### src/design/spk_pkg.sv
`timescale 1ns / 1ps
// ============================================================================
// spk_pkg
// Shared constants and types for the spike key row address lookup.
// ============================================================================
package spk_pkg;

    localparam int TABLE_ENTRIES = 1024;
    localparam int TABLE_AW      = $clog2(TABLE_ENTRIES);
    localparam int KEY_W         = 32;
    localparam int NEURON_W      = 10;
    localparam int ENTRY_W       = 16;
    localparam int SIZE_W        = 3;
    localparam int OFFSET_W      = ENTRY_W - SIZE_W;
    localparam int BYTES_W       = 16;
    localparam int ADDR_W        = 32;
    localparam int PROD_W        = NEURON_W + BYTES_W;
    localparam int NUM_SIZES     = 1 << SIZE_W;
    localparam int CFG_IDX_W     = 3;
    localparam int CFG_DATA_W    = 32;
    localparam int KB_SHIFT      = 10;

    typedef enum logic [1:0] {
        STAT_OK    = 2'd0,
        STAT_RANGE = 2'd1,
        STAT_MISS  = 2'd2
    } spk_status_t;

    localparam logic [CFG_IDX_W-1:0] CFG_MATRIX_BASE = 3'd0;

    typedef struct packed {
        logic [ADDR_W-1:0]                   matrix_base;
        logic [NUM_SIZES-1:0][BYTES_W-1:0]   row_bytes;
    } spk_cfg_t;

    typedef struct packed {
        logic               lookup;
        logic               out_of_range;
        logic [NEURON_W-1:0] neuron;
    } spk_req_t;

endpackage

### src/design/spk_cfg_regs.sv
`timescale 1ns / 1ps
// ============================================================================
// spk_cfg_regs
// Matrix base and row size registers behind the configuration write channel.
// ============================================================================
module spk_cfg_regs
    import spk_pkg::*;
(
    input  logic                  aclk,
    input  logic                  aresetn,
    input  logic                  wr_en,
    input  logic [CFG_IDX_W-1:0]  wr_index,
    input  logic [CFG_DATA_W-1:0] wr_data,
    output spk_cfg_t              cfg
);

    logic [ADDR_W-1:0]                 base_reg;
    logic [NUM_SIZES-1:0][BYTES_W-1:0] bytes_reg;

    always_ff @(posedge aclk) begin
        if (!aresetn) begin
            base_reg  <= '0;
            bytes_reg <= '0;
        end else if (wr_en) begin
            if (wr_index == CFG_MATRIX_BASE) begin
                base_reg <= wr_data[ADDR_W-1:0];
            end else begin
                bytes_reg[wr_index] <= wr_data[BYTES_W-1:0];
            end
        end
    end

    assign cfg.matrix_base = base_reg;
    assign cfg.row_bytes   = bytes_reg;

endmodule

### config.mk
export PLATFORM = sky130hd
export DESIGN_NAME = spk_cfg_regs
export DESIGN_NICKNAME = d
export VERILOG_FILES = /design/src/design/spk_pkg.sv /design/src/design/spk_cfg_regs.sv
export SDC_FILE = /design/constraint.sdc
export NUM_CORES = 1
export LEC_CHECK = 0
export BUFFER_PORTS_ARGS = -buffer_cell sky130_fd_sc_hd__buf_2
export CORE_MARGIN = 2
export CORE_UTILIZATION = 47
export CTS_CLUSTER_DIAMETER = 30
export CTS_CLUSTER_SIZE = 20
export DETAILED_ROUTE_END_ITERATION = 6
export GPL_ROUTABILITY_DRIVEN = 0
export PLACE_DENSITY = 0.81
export SLEW_MARGIN = 20
export SYNTH_ARGS = -nofsm -noshare
export SYNTH_HDL_FRONTEND = slang
export SYNTH_SLANG_ARGS = --single-unit
### constraint.sdc
create_clock -name aclk -period 1.8 [get_ports aclk]
set_input_delay 0 -clock aclk [delete_from_list [all_inputs] [get_ports aclk]]
set_output_delay 0 -clock aclk [all_outputs]
set_load 0.05 [all_outputs]
==> impl_metrics.env <==
export IMPL_ios=198
export IMPL_leakage_uw=0.00412
export IMPL_die_h_um=114
export IMPL_final_cell_mix="buf_2, nand2_1, dfxtp_1"
export IMPL_initial_utilization_pct=47.8
export IMPL_crit_type="flop to output pin"
export IMPL_netlist_instances=544
export IMPL_seqCellArea_um2=3200
export IMPL_critPathCaptureType="output pin"
export IMPL_postPlaceCellArea_um2=6800
export IMPL_cp_cell_sequence="buf_2"
export IMPL_dp_hpwl_um=10400
export IMPL_tightest_slew_ps=774
export IMPL_grt_pass1_vias=4592
export IMPL_fillCellCount=984
export IMPL_peakVddDrop_uv=498
export IMPL_antenna_found_initial=0
export IMPL_grt_pass1_wl_um=23400
export IMPL_synth_top_area_share_pct=56.0
export IMPL_yosysTopAreaCell="dfxtp_1"
export IMPL_rsz0062_at_grt="false"
export IMPL_grt_util_all_layers_pct=23.6
export IMPL_insertion_delay_ps=430
export IMPL_core_area_um2=12000
export IMPL_vias=4508
export IMPL_numClockSinks=160
export IMPL_hold_viol=0
export IMPL_overflow=0
export IMPL_p_per_area_nw_per_um2=1040
export IMPL_synth_area_um2=5720
export IMPL_multi_input_area_um2=2300
export IMPL_drc=0
export IMPL_cpLargestDelayFamily="flip-flops"
export IMPL_finalCritPeriodShare_pct=60.6
export IMPL_startpoint_type="flop"
export IMPL_status="complete, no violations"
export IMPL_syn_avg_cell_area_um2=10.5
export IMPL_wire_per_inst_um=16.3
export IMPL_final_common_cell="buf_2"
export IMPL_cts_inserted_buffers=17
export IMPL_required_ps=1800
export IMPL_area_growth_pct=31.9
export IMPL_final_antenna_net_count=0
export IMPL_ys_top_cells_by_area="dfxtp_1, mux2i_1, nand2_1, and2_1, buf_2"
export IMPL_critPathSlowestCell="dfxtp_1"
export IMPL_slew_headroom_pct=48.3
export IMPL_drv_slew=0
export IMPL_finalClockSkew_ps=0
export IMPL_rows=40
export IMPL_ys_warnings_count=0
export IMPL_cpPeakStageDelay_ps=380
export IMPL_die_w_um=114
export IMPL_drt_initial_drc_count=282
export IMPL_period_minus_slack_ps=1090
export IMPL_nets=788
export IMPL_largest_reg_flops=128
export IMPL_whs_ps=63.1
export IMPL_timing_setup_tns_ps=0
export IMPL_cp_num_buf_inv=1
export IMPL_viasPerCell=4.95
export IMPL_post_cts_setup_buffers=0
export IMPL_ys_seq_area_share_pct=56.0
export IMPL_setup_viol=0
export IMPL_antenna_cells=0
export IMPL_grt_max_degree=53
export IMPL_synth_nets=582
export IMPL_dieArea_um2=13100
export IMPL_drt_wl_total_um=14900
export IMPL_cts_root_buf="clkbuf_16"
export IMPL_max_freq_mhz=916
export IMPL_ys_types=13
export IMPL_port_buffers=197
export IMPL_design_area_um2=7540
export IMPL_ys_ff_latch=160
export IMPL_htreeDepth=4
export IMPL_first_pass_iters=4
export IMPL_hold_class="primary input to flop"
export IMPL_cts_tree="built"
export IMPL_cts_buffer_depth=2
export IMPL_crit_arrival_ps=1090
export IMPL_drive_above_1_share_pct=31.7
export IMPL_maxCapViolCount=0
export IMPL_path_max_fanout=2
export IMPL_clk_pin_slew_ps=60
cell usage after synthesis, drive strengths merged:
master and n:
clkbuf 11, mux2i 144, nand2 176, nand4 1
nand4b 3, and2 16, buf 29, nor4b 1
dfxtp 160, nand4bb 3
path summary, 6_finish.rpt:
path                             startpoint        to  slack, ps  cells past startpoint
worst max register to register     cfg[107]  cfg[107]       1150                      2
worst min register to register      cfg[10]   cfg[10]        450                      1
worst max-delay path               cfg[125]  cfg[125]        710                      1
worst min-delay path            wr_data[13]   cfg[61]         60                      3
cell families (layout without fill, tap and decap cells):
family | Yosys count | after routing | synth area share (%)
buffers and inverters | 40 | 259 | 3.74
flip-flops | 160 | 160 | 56.0
multiplexers | 144 | 144 | 25.2
AND/OR/NAND/NOR | 200 | 200 | 15.0
layout make-up:
cell class	instances	share of cell area [%]
Clock buffer	22	6.16
Multi-Input combinational cell	344	30.5
Tap cell	147	2.44
Clock inverter	10	1.48
Sequential cell	160	42.5
Timing Repair Buffer	227	17.0
layer usage:
layer  up-vias  part of all wire [%]  GRT usage (%)
met2       175                    46           37.4
li1       2195                     -              -
met3        24                   8.0           9.16
met1      2114                    44           28.6
met4         0                   2.1           10.1
met5         -                     0              0
tightest hold or removal path, delay by kind of cell:
kind	cells	cell delay (ps)
AND/OR/NAND/NOR	1	180
multiplexers	1	170
buffers and inverters	1	90
power by group:
| group | switching [uW] | internal [uW] |
|---|---|---|
| combinational | 497 | 197 |
| clock | 1390 | 2100 |
| sequential | 39.2 | 3610 |
metrics by stage:
step | instances | util [%] | power (uW) | setup slack, ps
finish | 910 | 63.0 | 7840 | 708
global route | 910 | 63.0 | 8130 | 666
CTS | 910 | 63.0 | 7890 | 684
detailed placement | 862 | 56.9 | 4400 | 515
global placement | 862 | 56.9 | 4380 | 574
floorplan | 544 | - | 4200 | 758
what timing repair did:
item                      in CTS  in global routing
hold endpoints to repair      16                  0
hold buffers                  16                  0
resized for setup              0                  0
No activity file was read; power rests on OpenSTA's default activity.
