$ cat src/design/spk_pkg.sv
`timescale 1ns / 1ps
// ============================================================================
// spk_pkg
// Shared constants and types for the spike key row address lookup.
// ============================================================================
package spk_pkg;

    localparam int TABLE_ENTRIES = 1024;
    localparam int TABLE_AW      = $clog2(TABLE_ENTRIES);
    localparam int KEY_W         = 32;
    localparam int NEURON_W      = 10;
    localparam int ENTRY_W       = 16;
    localparam int SIZE_W        = 3;
    localparam int OFFSET_W      = ENTRY_W - SIZE_W;
    localparam int BYTES_W       = 16;
    localparam int ADDR_W        = 32;
    localparam int PROD_W        = NEURON_W + BYTES_W;
    localparam int NUM_SIZES     = 1 << SIZE_W;
    localparam int CFG_IDX_W     = 3;
    localparam int CFG_DATA_W    = 32;
    localparam int KB_SHIFT      = 10;

    typedef enum logic [1:0] {
        STAT_OK    = 2'd0,
        STAT_RANGE = 2'd1,
        STAT_MISS  = 2'd2
    } spk_status_t;

    localparam logic [CFG_IDX_W-1:0] CFG_MATRIX_BASE = 3'd0;

    typedef struct packed {
        logic [ADDR_W-1:0]                   matrix_base;
        logic [NUM_SIZES-1:0][BYTES_W-1:0]   row_bytes;
    } spk_cfg_t;

    typedef struct packed {
        logic               lookup;
        logic               out_of_range;
        logic [NEURON_W-1:0] neuron;
    } spk_req_t;

endpackage

$ cat src/design/spk_row_calc.sv
`timescale 1ns / 1ps
// ============================================================================
// spk_row_calc
// Decodes a table entry, selects the row size and registers the neuron
// product, the base plus offset term, the row bytes and the status.
// ============================================================================
module spk_row_calc
    import spk_pkg::*;
(
    input  logic               aclk,
    input  logic               en,
    input  spk_req_t           req,
    input  logic [ENTRY_W-1:0] entry,
    input  spk_cfg_t           cfg,
    output spk_status_t        status,
    output logic [ADDR_W-1:0]  base_sum,
    output logic [PROD_W-1:0]  prod,
    output logic [BYTES_W-1:0] row_bytes
);

    logic [SIZE_W-1:0]   size_idx;
    logic [OFFSET_W-1:0] offset_kb;
    logic [BYTES_W-1:0]  sel_bytes;
    logic                hit;

    spk_status_t         status_reg;
    logic [ADDR_W-1:0]   base_sum_reg;
    logic [PROD_W-1:0]   prod_reg;
    logic [BYTES_W-1:0]  bytes_reg;

    assign size_idx  = entry[SIZE_W-1:0];
    assign offset_kb = entry[ENTRY_W-1:SIZE_W];
    assign sel_bytes = cfg.row_bytes[size_idx];
    assign hit       = req.lookup && !req.out_of_range && (size_idx != '0);

    always_ff @(posedge aclk) begin
        if (en) begin
            if (!req.lookup) begin
                status_reg <= STAT_OK;
            end else if (req.out_of_range) begin
                status_reg <= STAT_RANGE;
            end else if (size_idx == '0) begin
                status_reg <= STAT_MISS;
            end else begin
                status_reg <= STAT_OK;
            end
            if (hit) begin
                prod_reg     <= PROD_W'(req.neuron) * PROD_W'(sel_bytes);
                base_sum_reg <= cfg.matrix_base
                                + {{(ADDR_W-OFFSET_W-KB_SHIFT){1'b0}}, offset_kb,
                                   {KB_SHIFT{1'b0}}};
                bytes_reg    <= sel_bytes;
            end else begin
                prod_reg     <= '0;
                base_sum_reg <= '0;
                bytes_reg    <= '0;
            end
        end
    end

    assign status    = status_reg;
    assign base_sum  = base_sum_reg;
    assign prod      = prod_reg;
    assign row_bytes = bytes_reg;

endmodule

$ cat config.mk
export PLATFORM = sky130hd
export DESIGN_NAME = spk_row_calc
export DESIGN_NICKNAME = d
export VERILOG_FILES = /design/src/design/spk_pkg.sv /design/src/design/spk_row_calc.sv
export SDC_FILE = /design/constraint.sdc
export NUM_CORES = 1
export LEC_CHECK = 0
export BUFFER_PORTS_ARGS = -buffer_cell sky130_fd_sc_hd__buf_2
export CORE_MARGIN = 2
export CORE_UTILIZATION = 35
export DETAILED_ROUTE_END_ITERATION = 8
export GPL_ROUTABILITY_DRIVEN = 1
export SLEW_MARGIN = 15
export SYNTH_ARGS = -nofsm -noshare
export SYNTH_HDL_FRONTEND = slang
export SYNTH_SLANG_ARGS = --single-unit
$ cat constraint.sdc
create_clock -name aclk -period 22.4 [get_ports aclk]
set_input_delay 4.48 -clock aclk [delete_from_list [all_inputs] [get_ports aclk]]
set_output_delay 4.48 -clock aclk [all_outputs]
set_load 0.02 [all_outputs]
==> flow_metrics.env <==
export IMPL_crit_required_ps=22490
export IMPL_cts_repair_resized=0
export IMPL_pwr_share_seq_pct=12.3
export IMPL_drv_slew=0
export IMPL_dr_first_iter_drc_count=504
export IMPL_seq_area_frac_synth_pct=23.4
export IMPL_drtPass1Iterations=5
export IMPL_num_io_pins=266
export IMPL_htree_levels=3
export IMPL_path_max_fanout=33
export IMPL_dpl_cell_area_um2=11400
export IMPL_syn_nets=1350
export IMPL_start_kind="input port"
export IMPL_combPwrFrac_pct=78.2
export IMPL_rsz0062_at_grt="no"
export IMPL_min_path_type="input port to register"
export IMPL_ctsHoldBuffers=0
export IMPL_pwr_share_clk_pct=9.5
export IMPL_path_cells="buf_2 > buf_4 > mux4_2 > mux2i_1 > nor2b_1 > fa_1 > fa_1 > inv_1 > fa_1 > inv_1 > fa_1 > inv_1 > fa_1 > inv_1 > ha_1 > o211ai_1 > nor2_1 > o2111ai_1 > a2111oi_2 > o311ai_1 > and3_1 > o21a_1"
export IMPL_cp_slowest_stage_delay_ps=850
export IMPL_outcome="complete, no violations"
export IMPL_arrival_ps=11200
export IMPL_cts_buffers=9
export IMPL_setup_viol=0
export IMPL_ir_drop_uv=110
export IMPL_vias=7943
export IMPL_start_util_pct=35.3
export IMPL_n_antenna_cell=0
export IMPL_p_switching_mw=0.840
export IMPL_num_rows=61
export IMPL_core_area_um2=27600
export IMPL_final_util_pct=42.4
export IMPL_drc=0
export IMPL_ys_ff_latch=76
export IMPL_cts_tree="yes"
export IMPL_cp_common_cell="fa_1"
export IMPL_synth_edff_count=76
export IMPL_p_leak_nw=5.55
export IMPL_dpl_hpwl_um=21700
export IMPL_routed_wl_um=26700
export IMPL_hold_viol_final=0
export IMPL_syn_to_final_growth_pct=20.2
export IMPL_max_slew_margin_rel_pct=25.8
export IMPL_num_nets_final=1580
export IMPL_swShare_pct=50.6
export IMPL_clk_path_buf_depth=2
export IMPL_grt_pass1_vias=8113
export IMPL_tns_ps=0
export IMPL_fin_crit_sh_pct=49.6
export IMPL_slowest_stage="mux2i_1"
export IMPL_cts_sinks=76
export IMPL_p_int_mw=0.819
export IMPL_via_per_inst=5.00
export IMPL_avgSynthCellArea_um2=9.99
export IMPL_synthDistinctLibCells=60
export IMPL_grt_pass1_wl_um=42300
export IMPL_drive_above_1_share_pct=27.9
export IMPL_async_reset_ff_share_pct=0
export IMPL_worst_setup_path_end_kind="register"
export IMPL_largest_reg_flops=32
export IMPL_max_slew_worst_pin_slew_ps=1080
export IMPL_maxCapViolations=0
export IMPL_design_area_um2=11700
export IMPL_grt_total_usage_pct=18.5
export IMPL_grt_overflow=0
export IMPL_die_y_um=171
export IMPL_wl_per_cell_um=16.8
export IMPL_worst_path_buf_inv=6
export IMPL_cts_clk_slew_worst_paths_ps=60
export IMPL_grt_start_max_net_pins=77
export IMPL_place_congestion=0.892
export IMPL_io_buffers=265
export IMPL_antenna_found_initial=0
export IMPL_clock_fmax_mhz=90.0
export IMPL_synth_warnings=0
export IMPL_dieWidth_um=171
export IMPL_cts_root_buffer="clkbuf_16"
export IMPL_ant_nets=0
export IMPL_p_per_area_nw_per_um2=142
export IMPL_syn_inst=975
export IMPL_crit_type="input port to register"
export IMPL_crit_family="adder cells"
export IMPL_layout_min_cycle_time_ps=11110
export IMPL_syn_area_um2=9740
export IMPL_postCtsSetupRepairBufs=0
export IMPL_die_area_um2=29200
export IMPL_synth_ff_type="edfxtp_1"
-- worst paths after layout --
path	slack, ps	end	startpoint	cells past startpoint
worst max-delay path	11290	prod[23]$_SDFFCE_PN0P_	entry[0]	22
worst min-delay path	4430	base_sum[8]$_SDFFCE_PN0P_	cfg[136]	2
-- synth_stat cells, drive strengths merged, types with 5 or more instances --
cell	count	share of area [%]
inv	151	5.8
fa	111	23
nand2	103	4.0
edfxtp	76	23
ha	74	9.5
and2	67	4.3
nor2	49	1.9
clkbuf	41	1.6
a21oi	37	1.9
nor2b	35	2.2
mux4	32	7.4
o21ai	21	1.1
nand2b	17	1.1
xor2	15	1.3
xnor2	13	1.2
nand3	12	0.67
mux2	11	1.3
a21o	10	0.77
buf	10	0.49
or3	10	0.64
nor3	9	0.51
and3	7	0.50
mux2i	7	0.76
o21bai	6	0.46
nand4	5	0.32
-- layer usage --
| metal | GRT usage [%] | vias up | wire (µm) |
|---|---|---|---|
| li1 | - | 3678 | - |
| met1 | 24.5 | 3913 | 11500 |
| met2 | 32.1 | 330 | 12900 |
| met3 | 2.13 | 22 | 1660 |
| met4 | 5.42 | 0 | 585 |
| met5 | 0 | - | 0 |
-- power groups by stage --
stage          clock network (mW)  logic [mW]  registers (mW)
5_1_grt                     0.167        1.47           0.206
4_1_cts                     0.163        1.30           0.205
6_report                    0.158        1.30           0.204
3_5_place_dp                    0        1.29           0.207
3_3_place_gp                    0        1.29           0.207
2_1_floorplan                   0       0.956           0.240
-- final cells by class --
cell class                 instances  area, µm²
multi-input combinational        697       6700
fill                            2787      15900
tap                              378        473
clock inverter                     7       97.6
clock buffer                       9        225
inverter                         151        567
timing repair buffer             270       1370
sequential                        76       2280
-- per-stage QoR --
| step | setup WS [ps] | cells | hold WS, ps | total power [mW] |
|---|---|---|---|---|
| 2_1_floorplan | 12040 | 975 | 4590 | 1.20 |
| 3_3_place_gp | 11090 | 1572 | 4760 | 1.49 |
| 3_5_place_dp | 10930 | 1572 | 4770 | 1.50 |
| 4_1_cts | 11300 | 1588 | 4420 | 1.67 |
| 5_1_grt | 10800 | 1588 | 4430 | 1.85 |
| 6_report | 11290 | 1588 | 4430 | 1.66 |
-- cell families (layout without fill, tap and decap cells) --
group | count (synthesis) | in the layout | share of synthesized area, %
muxes | 50 | 50 | 9.43
AOI/OAI and AO/OA | 105 | 105 | 6.91
xor gates and xnor gates | 28 | 28 | 2.52
buffers and inverters | 202 | 437 | 7.90
DFF | 76 | 76 | 23.4
and+or+nand+nor | 329 | 329 | 17.5
adders and majority gates | 185 | 185 | 32.3
-- placed cells by master, fill, tap and decap left out, types with 3 or more instances in the layout --
cell / instances
inv_6: 3
mux4_2: 32
xor2_1: 15
o211ai_1: 4
a21o_1: 10
nand4_1: 5
buf_4: 6
buf_2: 264
inv_1: 151
ha_1: 74
mux2i_1: 6
mux2_2: 11
o21bai_1: 6
edfxtp_1: 76
a311oi_1: 4
o21a_1: 3
nand4b_1: 4
a21oi_1: 37
nand3_1: 11
xnor2_1: 13
nor2b_1: 35
nand2b_1: 17
clkbuf_16: 9
o21ai_0: 15
nor3_1: 8
fa_1: 111
nor2_1: 49
nand2_1: 103
nand3b_1: 3
o21ai_1: 6
and2_1: 67
and3_1: 6
or3_1: 10
Note: power is estimated with default switching activity, not from simulation.
